[src/hdl/btb2_pkg.sv]
// Shared constants, request codes and record types of the two-bit branch target buffer.
`default_nettype none

package btb2_pkg;

  // Number of table entries, one cell per entry.
  localparam int unsigned ENTRIES = 16;

  // Request codes carried in req_type; the unused code behaves as a lookup.
  localparam logic [1:0] REQ_LOOKUP   = 2'd0;
  localparam logic [1:0] REQ_ALLOCATE = 2'd1;
  localparam logic [1:0] REQ_UPDATE   = 2'd2;

  // Saturation limit of the two-bit counter.
  localparam logic [1:0] CTR_MAX = 2'd3;

  // A request as it arrives on the input channel.
  typedef struct packed {
    logic [1:0]  req_type;
    logic [31:0] branch_pc;
    logic [31:0] branch_target;
    logic        branch_taken;
  } req_t;

  // A result as it leaves on the output channel.
  typedef struct packed {
    logic        hit;
    logic [1:0]  counter_state;
    logic        predict_taken;
    logic [31:0] predicted_target;
    logic        alloc_dropped;
  } rsp_t;

  // The record that travels from cell to cell along the chain.
  typedef struct packed {
    logic [1:0]  req_type;
    logic [31:0] pc;
    logic [31:0] tgt;
    logic        taken;
    logic        found;
    logic [1:0]  counter;
    logic [31:0] target;
  } token_t;

endpackage

`default_nettype wire

[src/hdl/btb2_cell.sv]
// One table entry with its compare, allocate and counter logic, and the token register behind it.
`default_nettype none

module btb2_cell import btb2_pkg::*; (
  input  wire         clk_i,
  input  wire         rst_ni,
  input  wire         hold_i,
  input  wire         valid_i,
  input  wire token_t tok_i,
  output logic        valid_o,
  output token_t      tok_o
);

  logic        entry_valid_q;
  logic [31:0] entry_address_q;
  logic [31:0] entry_target_q;
  logic [1:0]  entry_counter_q;
  logic [1:0]  counter_upd;
  logic        fire;
  logic        match;
  logic        alloc_here;
  logic        valid_q;
  token_t      tok_d;
  token_t      tok_q;

  // The token is consumed here unless the register behind this cell is held.
  assign fire = valid_i && !hold_i;

  // Entries fill in order, so the first free cell seen by an unmatched allocate is the free slot.
  assign match      = entry_valid_q && (entry_address_q == tok_i.pc) && !tok_i.found;
  assign alloc_here = !entry_valid_q && !tok_i.found && (tok_i.req_type == REQ_ALLOCATE);

  // Saturating step of the stored counter.
  always_comb begin
    counter_upd = entry_counter_q;
    if (tok_i.taken) begin
      if (entry_counter_q != CTR_MAX) begin
        counter_upd = entry_counter_q + 2'd1;
      end
    end else begin
      if (entry_counter_q != 2'd0) begin
        counter_upd = entry_counter_q - 2'd1;
      end
    end
  end

  // Outgoing token: this cell fills in the answer when it holds or takes the address.
  always_comb begin
    tok_d = tok_i;
    if (match) begin
      tok_d.found  = 1'b1;
      tok_d.target = entry_target_q;
      if (tok_i.req_type == REQ_UPDATE) begin
        tok_d.counter = counter_upd;
      end else begin
        tok_d.counter = entry_counter_q;
      end
    end else if (alloc_here) begin
      tok_d.found   = 1'b1;
      tok_d.target  = tok_i.tgt;
      tok_d.counter = 2'd0;
    end
  end

  // Entry valid bit.
  always_ff @(posedge clk_i or negedge rst_ni) begin
    if (!rst_ni) begin
      entry_valid_q <= 1'b0;
    end else if (fire && alloc_here) begin
      entry_valid_q <= 1'b1;
    end
  end

  // Entry contents.
  always_ff @(posedge clk_i) begin
    if (fire && alloc_here) begin
      entry_address_q <= tok_i.pc;
      entry_target_q  <= tok_i.tgt;
      entry_counter_q <= 2'd0;
    end else if (fire && match && (tok_i.req_type == REQ_UPDATE)) begin
      entry_counter_q <= counter_upd;
    end
  end

  // Token register toward the next cell.
  always_ff @(posedge clk_i or negedge rst_ni) begin
    if (!rst_ni) begin
      valid_q <= 1'b0;
    end else if (!hold_i) begin
      valid_q <= valid_i;
    end
  end

  always_ff @(posedge clk_i) begin
    if (fire) begin
      tok_q <= tok_d;
    end
  end

  assign valid_o = valid_q;
  assign tok_o   = tok_q;

endmodule

`default_nettype wire

[config.mk]
export PLATFORM = sky130hd
export DESIGN_NAME = btb2_cell
export DESIGN_NICKNAME = d
export VERILOG_FILES = /design/src/hdl/btb2_pkg.sv /design/src/hdl/btb2_cell.sv
export SDC_FILE = /design/constraint.sdc
export NUM_CORES = 1
export LEC_CHECK = 0
export BUFFER_PORTS_ARGS = -buffer_cell sky130_fd_sc_hd__buf_2
export CAP_MARGIN = 10
export CORE_UTILIZATION = 45
export DETAILED_ROUTE_END_ITERATION = 6
export GPL_ROUTABILITY_DRIVEN = 0
export GPL_TIMING_DRIVEN = 0
export PLACE_DENSITY = 0.72
export SYNTH_ARGS = -nofsm -noshare
export SYNTH_HDL_FRONTEND = slang
export SYNTH_SLANG_ARGS = --single-unit
[constraint.sdc]
create_clock -name clk_i -period 2.7 [get_ports clk_i]
set_input_delay 0.27 -clock clk_i [delete_from_list [all_inputs] [get_ports clk_i]]
set_output_delay 0.27 -clock clk_i [all_outputs]
set_load 0.02 [all_outputs]
==> results.py, run 1 <==
metrics = {
    "timing": {
        "min_period_over_period_pct": 87.3,
        "skew_ps": 7.06,
        "report.final.slew_viol_count": 0,
        "finalHoldViolations": 0,
        "worstMarginPinSlew_ps": 899,
        "slew_headroom_pct": 40.1,
        "fin_ws_ps": 343,
        "rsz0062_at_grt": "no",
        "finalSetupViolCount": 0,
        "period_minus_slack_ps": 2360,
        "max_freq_ghz": 0.424,
    },
    "cts": {
        "cts_root_buf": "clkbuf_16",
        "cts_sinks": 170,
        "cts.clk_slew.worst_paths_ps": 60,
        "cts_tree": "done",
        "cts_buffers": 17,
        "htreeDepth": 4,
        "clock_path_buffers": 2,
        "clk-insertion-delay-late_ps": 410,
    },
    "critical_path": {
        "crit_type": "register to register",
        "cp-start-kind": "register",
        "cp_slowest_cell": "nor4_1",
        "cp-end-kind": "register",
        "critPathArrivalTime_ps": 2490,
        "cp_max_fo": 10,
        "cpPeakStageDelay_ps": 560,
        "cp.required_ps": 2830,
        "cp_cell_sequence": "xnor2_1 > nand4_1 > nor4_1 > nand4b_1 > buf_4 > clkbuf_1 > nor2_1 > a21oi_1",
    },
    "global_route": {
        "track_usage_pct": 18.6,
        "overflow": 0,
        "grt_pass1_vias": 3883,
        "grt_first_pass_wirelength_um": 19900,
        "grt_max_degree": 68,
        "grt_antenna_before_repair": 0,
    },
    "logic_synthesis": {
        "ys_types": 27,
        "synth_edf_count": 166,
        "syn_area_per_cell_um2": 17.7,
        "synth-seq-cells": 170,
        "yosys.area.top_type_share_pct": 79.4,
        "synth-simple-area-share_pct": 4.92,
        "synthMuxAreaShare_pct": 5.26,
        "synth_top_family_by_area": "multiplexers",
        "synth_compound_area_share_pct": 3.69,
        "synth_seq_area_share_pct": 80.8,
        "synth_xor_area_share_pct": 4.46,
        "netlist_top_cells_area": "edfxtp_1 (79%), mux2i_1 (5.3%), xnor2_1 (4.3%), a21oi_1 (2.9%), nor2_1 (2.2%)",
        "synthAdderAreaFrac_pct": 0,
        "synth_ff_type": "edfxtp_1",
        "synth_nets": 460,
        "syn_area_um2": 6280,
        "synth_largest_area_cell": "edfxtp_1",
        "synth_cells": 354,
        "async_flop_share_pct": 1.18,
        "yosysWarningCount": 0,
    },
    "floorplanning": {
        "initial_core_util_pct": 46.7,
        "core_um2": 13500,
        "placementRows": 42,
        "pin_count": 209,
        "dieArea_um2": 14400,
        "die_h_um": 120,
        "die_w_um": 120,
    },
    "drt": {
        "wl_per_cell_um": 16.5,
        "drtIter0Drc": 280,
        "ant_nets": 0,
        "drc": 0,
        "viasPerCell": 4.87,
        "vias": 3774,
        "wl_um": 12800,
        "drt_pass1_iterations": 4,
    },
    "cells_and_area": {
        "syn_to_final_growth_pct": 30.8,
        "n_antenna_cell": 0,
        "final_util_pct": 61.1,
        "final_nets": 692,
        "drive_gt1_share_pct": 41.7,
    },
    "placed_design": {
        "dp_slack_ps": -10.8,
        "hpwl_um": 9020,
        "portBuffers": 208,
    },
    "job": {
        "maxCapViolCount": 0,
    },
    "worst_hold_path": {
        "hold_class": "input port to register",
    },
    "pwr": {
        "power_density_nw_per_um2": 727,
        "p_leak_nw": 3.09,
        "ir_drop_uv": 457,
    },
    "status": {
        "status": "finished clean",
    },
}
==> metrics by stage <==
step / power (W) / cell area (um2) / TNS [ps] / instances / hold slack (ps)
2_1_floorplan: 0.00340 / 6290 / -44260 / 354 / -25.6
3_3_place_gp: 0.00363 / 7550 / -143740 / 738 / 65.6
3_5_place_dp: 0.00365 / 7610 / -10.8 / 741 / 67.9
4_1_cts: 0.00603 / 8210 / 0 / 774 / 33.8
5_1_grt: 0.00618 / 8210 / 0 / 775 / 35.6
6_report: 0.00597 / 8210 / 0 / 775 / 54.4
==> synthesized netlist by cell type (all sizes together) (2+ instances only) <==
master and instances:
xnor2 31, nor2b 4, nand4 8, clkbuf 3, and2 2, dfrtp 2, nor4b 2, a21o 3
edfxtp 166, dfxtp 2, o21ai 4, buf 9, nor2 37, nand3b 2, mux2i 33, nand2 3
a21oi 36
==> placed cells by master (no fill, tap or decap), types with 2 or more instances in the layout <==
cell and n:
buf_2 216, edfxtp_1 166, nor2_1 37, a21oi_1 36
mux2i_1 33, xnor2_1 31, clkbuf_16 17, nand4_1 8
clkbuf_1 5, clkinv_1 4, nor2b_1 3, nand2_1 3
o21ai_1 3, a21o_1 3, bufinv_16 3, buf_12 3
nand3b_1 2, clkinv_4 2, clkinvlp_4 2, dfxtp_1 2
dfrtp_1 2
==> state kept, by name (all words and copies together), names as in the netlist <==
name / count
entry_valid_q: 1
valid_o: 1
entry_target_q: 32
entry_counter_q: 2
entry_address_q: 32
tok_o: 102
==> critical path: cells and delay by family, from the launching register on <==
| family | cells | cell delay (ps) |
|---|---|---|
| DFF | 1 | 380 |
| buffers and inverters | 2 | 440 |
| xor gates and xnor gates | 1 | 170 |
| and+or+nand+nor | 4 | 1030 |
| AOI/OAI and AO/OA | 1 | 70 |
==> final cells by class <==
type,count,area [um2]
fillers,1050,5240
repair buffers,213,1120
clock inverters,13,151
well taps,176,220
multi-input cells,172,1160
flip-flops and latches,170,5070
plain buffers,12,55.1
clock buffers,19,433
==> kinds of logic after synthesis <==
group / after synthesis
AO/OA/AOI/OAI: 44
XOR/XNOR: 32
buffers and inverters: 12
flip-flops: 170
multiplexers: 33
AND/OR/NAND/NOR: 63
==> routing by layer <==
layer	vias to the layer above	share of wire, %	GRT usage, %	wire length, um
li1	1814	-	-	-
met1	1797	41	22.6	5280
met2	145	49	30.2	6300
met3	18	7.9	6.46	1010
met4	0	1.5	7.50	194
met5	-	0	0	0
==> power by group <==
group / leakage [nW] / internal [W] / total (W) / switching [W]
Combinational: 1.24 / 0.000200 / 0.000520 / 0.000320
Sequential: 1.57 / 0.00304 / 0.00307 / 0.0000304
Clock: 0.277 / 0.00144 / 0.00238 / 0.000938
Total: 3.09 / 0.00468 / 0.00597 / 0.00129
==> repair_timing <==
action	4_1_cts	5_1_grt
endpoints found under the setup margin	0	35
hold endpoints to repair	2	0
gates resized for setup	0	0
setup buffers	0	1
hold buffers	1	0
==> path summary, 6_finish.rpt <==
kind,startpoint,to,slack (ps),depth (start not counted)
max,entry_address_q[12],tok_o[2],340,8
min,tok_i[48],entry_target_q[12],50,1
max reg2reg,entry_address_q[12],tok_o[2],340,8
min reg2reg,valid_o,valid_o,490,1
max in group asynchronous,rst_ni,entry_valid_q,2400,2
min in group asynchronous,rst_ni,valid_o,190,2
No activity file was read; power rests on OpenSTA's default activity.
==> run 2, diff against run 1 <==
--- a/config.mk
+++ b/config.mk
@@ -13,2 +13,3 @@
 export GPL_TIMING_DRIVEN = 0
+export MAX_ROUTING_LAYER = met4
 export PLACE_DENSITY = 0.72
==> constraint.sdc (replaced) <==
create_clock -name clk_i -period 2.7 [get_ports clk_i]
set_input_delay 0 -clock clk_i [delete_from_list [all_inputs] [get_ports clk_i]]
set_output_delay 0 -clock clk_i [all_outputs]
set_load 0.02 [all_outputs]
==> run 2 against run 1 <==
Wire length up 15%. Die area is the same. Clock-buffer cell count is the same. Largest cell class unchanged. Cell count is 13% higher.
==> results.py, run 2 (synthesized netlist as in run 1, its figures left out) <==
metrics = {
    "timing": {
        "min_period_over_period_pct": 89.1,
        "hold_slack_ps": 27.8,
        "slew_headroom_pct": 38.7,
        "setup_tns_ps": 0,
        "worstMarginPinSlew_ps": 919,
        "finalHoldViolations": 0,
        "rsz0062_at_grt": "no",
        "max_freq_ghz": 0.415,
        "finalSetupViolCount": 0,
        "period_minus_slack_ps": 2410,
        "report.final.slew_viol_count": 0,
        "skew_ps": 11.8,
    },
    "placed_design": {
        "portBuffers": 208,
        "hpwl_um": 9020,
    },
    "cells_and_area": {
        "layout_commonest_cell": "buf_2",
        "final_nets": 793,
        "syn_to_final_growth_pct": 46.9,
        "largest_register_ffs": 102,
        "layout_common_cells": "buf_2 (216), edfxtp_1 (166), dlygate4sd3_1 (102)",
        "drive_gt1_share_pct": 35.7,
        "n_antenna_cell": 0,
        "fill_cells": 913,
    },
    "worst_hold_path": {
        "hold_class": "input port to register",
    },
    "global_route": {
        "grt_first_pass_wirelength_um": 22900,
        "grt_pass1_vias": 4498,
        "grtUsageMet2_pct": 36.9,
        "grt_antenna_before_repair": 0,
        "track_usage_pct": 21.9,
        "top_usage_layer": "met2",
        "grt_util_met3_pct": 5.32,
        "overflow": 0,
        "grt_util_met1_pct": 25.5,
        "grt_max_degree": 68,
    },
    "drt": {
        "vias": 4247,
        "drtIter0Drc": 336,
        "wl_um": 14700,
        "viasPerCell": 4.85,
        "wl_per_cell_um": 16.7,
        "drc": 0,
        "ant_nets": 0,
        "drt_pass1_iterations": 5,
    },
    "floorplanning": {
        "placementRows": 42,
        "die_w_um": 120,
        "initial_core_util_pct": 46.7,
        "dieArea_um2": 14400,
        "pin_count": 209,
        "core_um2": 13500,
        "die_h_um": 120,
    },
    "cts": {
        "cts_tree": "done",
        "clock_path_buffers": 2,
        "cts_sinks": 170,
        "cts_buffers": 17,
        "cts_root_buf": "clkbuf_16",
        "cts.clk_slew.worst_paths_ps": 70,
        "clk-insertion-delay-late_ps": 420,
        "htreeDepth": 4,
    },
    "critical_path": {
        "crit_type": "register to register",
        "cp.required_ps": 2830,
        "cp_slowest_cell": "nor4_1",
        "critPathArrivalTime_ps": 2530,
        "cpPeakStageDelay_ps": 560,
        "cp_num_buf_inv": 2,
        "path_delay_family": "simple AND/OR/NAND/NOR gates",
        "cp_max_fo": 10,
        "cp_cell_sequence": "xnor2_1 > nand4_1 > nor4_1 > nand4b_1 > buf_4 > clkbuf_1 > nor2_1 > a21oi_1",
        "cp-end-kind": "register",
        "cp-start-kind": "register",
    },
    "job": {
        "maxCapViolCount": 0,
    },
    "pwr": {
        "power_density_nw_per_um2": 662,
        "ir_drop_uv": 471,
        "p_leak_nw": 3.52,
    },
    "status": {
        "status": "finished clean",
    },
}
==> run 2: final cells by class <==
| type | count | area [um2] | share of cell area [%] |
|---|---|---|---|
| plain buffers | 12 | 55.1 | 0.597 |
| well taps | 176 | 220 | 2.39 |
| multi-input cells | 172 | 1160 | 12.6 |
| repair buffers | 314 | 2130 | 23.1 |
| flip-flops and latches | 170 | 5070 | 55.0 |
| clock buffers | 19 | 433 | 4.69 |
| clock inverters | 13 | 151 | 1.64 |
==> run 2: worst paths after layout <==
kind	depth (start not counted)	endpoint	slack, ps	start
worst min-delay path	3	tok_o[10]	30	tok_i[10]
min in group asynchronous	3	valid_o	490	rst_ni
worst max-delay path	8	tok_o[2]	290	entry_address_q[12]
worst min register to register	1	valid_o	490	valid_o
worst max register to register	8	tok_o[2]	290	entry_address_q[12]
max in group asynchronous	3	entry_valid_q	2070	rst_ni
==> run 2: report_power, final <==
part	leakage (nW)	internal (W)	switching [W]
registers	1.57	0.00304	0.0000333
logic	1.67	0.000295	0.000349
clock network	0.277	0.00145	0.000943
total	3.52	0.00478	0.00133
==> run 2: routing by layer <==
metal / up-vias / part of all wire, %
li1: 2019 / -
met1: 2025 / 40
met2: 182 / 52
met3: 21 / 6.6
met4: 0 / 1.6
met5: - / 0
==> run 2: metrics by stage <==
stage          instance area (um2)  util [%]  setup WS (ps)  instances  power [W]
2_1_floorplan                 6290         -           -397        354    0.00340
3_3_place_gp                  7550      56.1          -1500        738    0.00363
3_5_place_dp                  7610      56.6           21.7        741    0.00365
4_1_cts                       9220      68.5           12.0        875    0.00614
5_1_grt                       9230      68.6           84.2        876    0.00631
6_report                      9230      68.6            293        876    0.00610
==> run 2: tightest hold or removal path: cells and delay by family <==
family,cells,cell delay [ps]
AO/OA/AOI/OAI,1,170
buffers and inverters,1,80
multiplexers,1,70
==> run 2: what timing repair did <==
item,in CTS,in global routing
endpoints found under the hold margin,167,0
hold buffers,102,0
endpoints found under the setup margin,0,35
resized for setup,0,0
buffers inserted,0,1
==> run 3, diff against run 2 <==
- CORE_UTILIZATION: 45 -> 40
- PLACE_DENSITY: 0.72 -> 0.65
==> run 3 against run 2 <==
Setup slack gained 41 ps. First-iteration DRC count shrank 36%. Total power is 0.54% higher. Hold slack worse by 3.2 ps. Clock power hardly changed. Final area rose by 0.83%. Sequential power about the same. Sequential share of layout area is 0.45 points lower. Clock-buffer cell count up 1. Flip-flop and latch count did not move. Critical path depth unchanged. Non-clock buffer count grew 3.
==> results.py, run 3 (synthesized netlist as in run 1, its figures left out) <==
metrics = {
    "status": {
        "status": "finished clean",
    },
    "floorplanning": {
        "pin_count": 209,
        "placementRows": 45,
        "core_um2": 15300,
        "initial_core_util_pct": 41.2,
        "die_w_um": 127,
        "die_h_um": 127,
        "dieArea_um2": 16200,
    },
    "critical_path": {
        "crit_type": "register to register",
        "cp_num_buf_inv": 2,
        "cp-end-kind": "register",
        "cp_slowest_cell": "nor4_1",
        "cp.required_ps": 2850,
        "cp_cell_sequence": "xnor2_1 > nand4_1 > nor4_1 > nand4b_1 > buf_4 > clkbuf_1 > nor2_1 > a21oi_1",
        "cp_max_fo": 10,
        "regToRegSetupSlack_ps": 330,
        "cpPeakStageDelay_ps": 580,
        "critPathArrivalTime_ps": 2510,
        "path_delay_family": "simple AND/OR/NAND/NOR gates",
        "cp-start-kind": "register",
    },
    "timing": {
        "hold_slack_ps": 24.6,
        "min_period_over_period_pct": 87.6,
        "finalSetupViolCount": 0,
        "worstMarginPinSlew_ps": 925,
        "max_freq_ghz": 0.423,
        "slew_headroom_pct": 38.3,
        "period_minus_slack_ps": 2370,
        "report.final.slew_viol_count": 0,
        "skew_ps": 6.74,
        "finalHoldViolations": 0,
        "fin_ws_ps": 334,
        "setup_tns_ps": 0,
        "rsz0062_at_grt": "no",
    },
    "global_route": {
        "grt_max_degree": 68,
        "overflow": 0,
        "grt_pass1_vias": 4422,
        "track_usage_pct": 19.5,
        "grt_first_pass_wirelength_um": 22800,
        "grt_antenna_before_repair": 0,
    },
    "cells_and_area": {
        "regArea_um2": 5070,
        "layout_common_cells": "buf_2 (216), edfxtp_1 (166), dlygate4sd3_1 (105)",
        "fill_cells": 1154,
        "syn_to_final_growth_pct": 48.1,
        "final_nets": 796,
        "final_cell_count_no_fill": 914,
        "multiInputGateArea_um2": 1160,
        "drive_gt1_share_pct": 35.8,
        "n_antenna_cell": 0,
        "largest_register_ffs": 102,
        "layout_commonest_cell": "buf_2",
    },
    "pwr": {
        "switching_share_pct": 22.0,
        "p_sw_w": 0.00135,
        "power_density_nw_per_um2": 660,
        "internal_power_w": 0.00479,
        "p_clk_share_pct": 39.4,
        "comb_power_share_pct": 10.5,
        "p_leak_nw": 3.53,
        "total_power_w": 0.00614,
        "ir_drop_uv": 441,
        "pwr-share-seq_pct": 50.0,
    },
    "placed_design": {
        "hpwl_um": 8800,
        "portBuffers": 208,
        "place_inst": 776,
        "dp_slack_ps": 31.5,
    },
    "cts": {
        "clock_path_buffers": 2,
        "cts_root_buf": "clkbuf_16",
        "htreeDepth": 4,
        "cts_buffers": 17,
        "cts_sinks": 170,
        "clk-insertion-delay-late_ps": 420,
        "ctsResizeCount": 0,
        "cts_tree": "done",
        "cts.clk_slew.worst_paths_ps": 60,
    },
    "drt": {
        "wl_um": 14600,
        "ant_nets": 0,
        "drt_pass1_iterations": 5,
        "viasPerCell": 4.62,
        "wl_per_cell_um": 16.0,
        "vias": 4221,
        "drc": 0,
        "drtIter0Drc": 214,
    },
    "worst_hold_path": {
        "hold_class": "input port to register",
    },
    "job": {
        "maxCapViolCount": 0,
    },
}
[run 3: power by group through the flow]
stage / clock network [W] / logic, W / registers (W)
floorplan: 0 / 0.000127 / 0.00327
global placement: 0 / 0.000505 / 0.00313
detailed placement: 0 / 0.000525 / 0.00312
CTS: 0.00248 / 0.000644 / 0.00307
global route: 0.00258 / 0.000693 / 0.00308
finish: 0.00242 / 0.000646 / 0.00307
[run 3: area by class of cell]
type | count | share of cell area [%]
clock inverter | 12 | 1.61
multi-input combinational | 172 | 12.5
clock buffer | 20 | 4.69
buffer | 12 | 0.592
timing repair buffer | 317 | 23.2
tap | 211 | 2.84
sequential | 170 | 54.6
[run 3: what timing repair did]
| item | in CTS | in global routing |
|---|---|---|
| buffers inserted | 0 | 1 |
| hold buffers | 105 | 0 |
| endpoints found under the hold margin | 178 | 0 |
| endpoints found under the setup margin | 0 | 35 |
[run 3: through the flow]
step	util, %	cell area (um2)
6_report	61.0	9300
5_1_grt	61.0	9300
4_1_cts	60.9	9290
3_5_place_dp	50.2	7660
3_3_place_gp	49.8	7590
2_1_floorplan	-	6290
[run 3: final timing paths]
path,endpoint,startpoint,depth (start not counted)
worst max-delay path,tok_o[0],entry_address_q[12],8
worst min-delay path,tok_o[90],valid_i,2
worst max register to register,tok_o[0],entry_address_q[12],8
worst min register to register,valid_o,valid_o,1
max in group asynchronous,entry_valid_q,rst_ni,3
min in group asynchronous,valid_o,rst_ni,3
[run 3: per-layer routing]
metal,global-route usage [%],wire [um]
met1,23.4,6220
met2,32.0,7470
met3,4.61,693
met4,7.49,214
met5,-,0
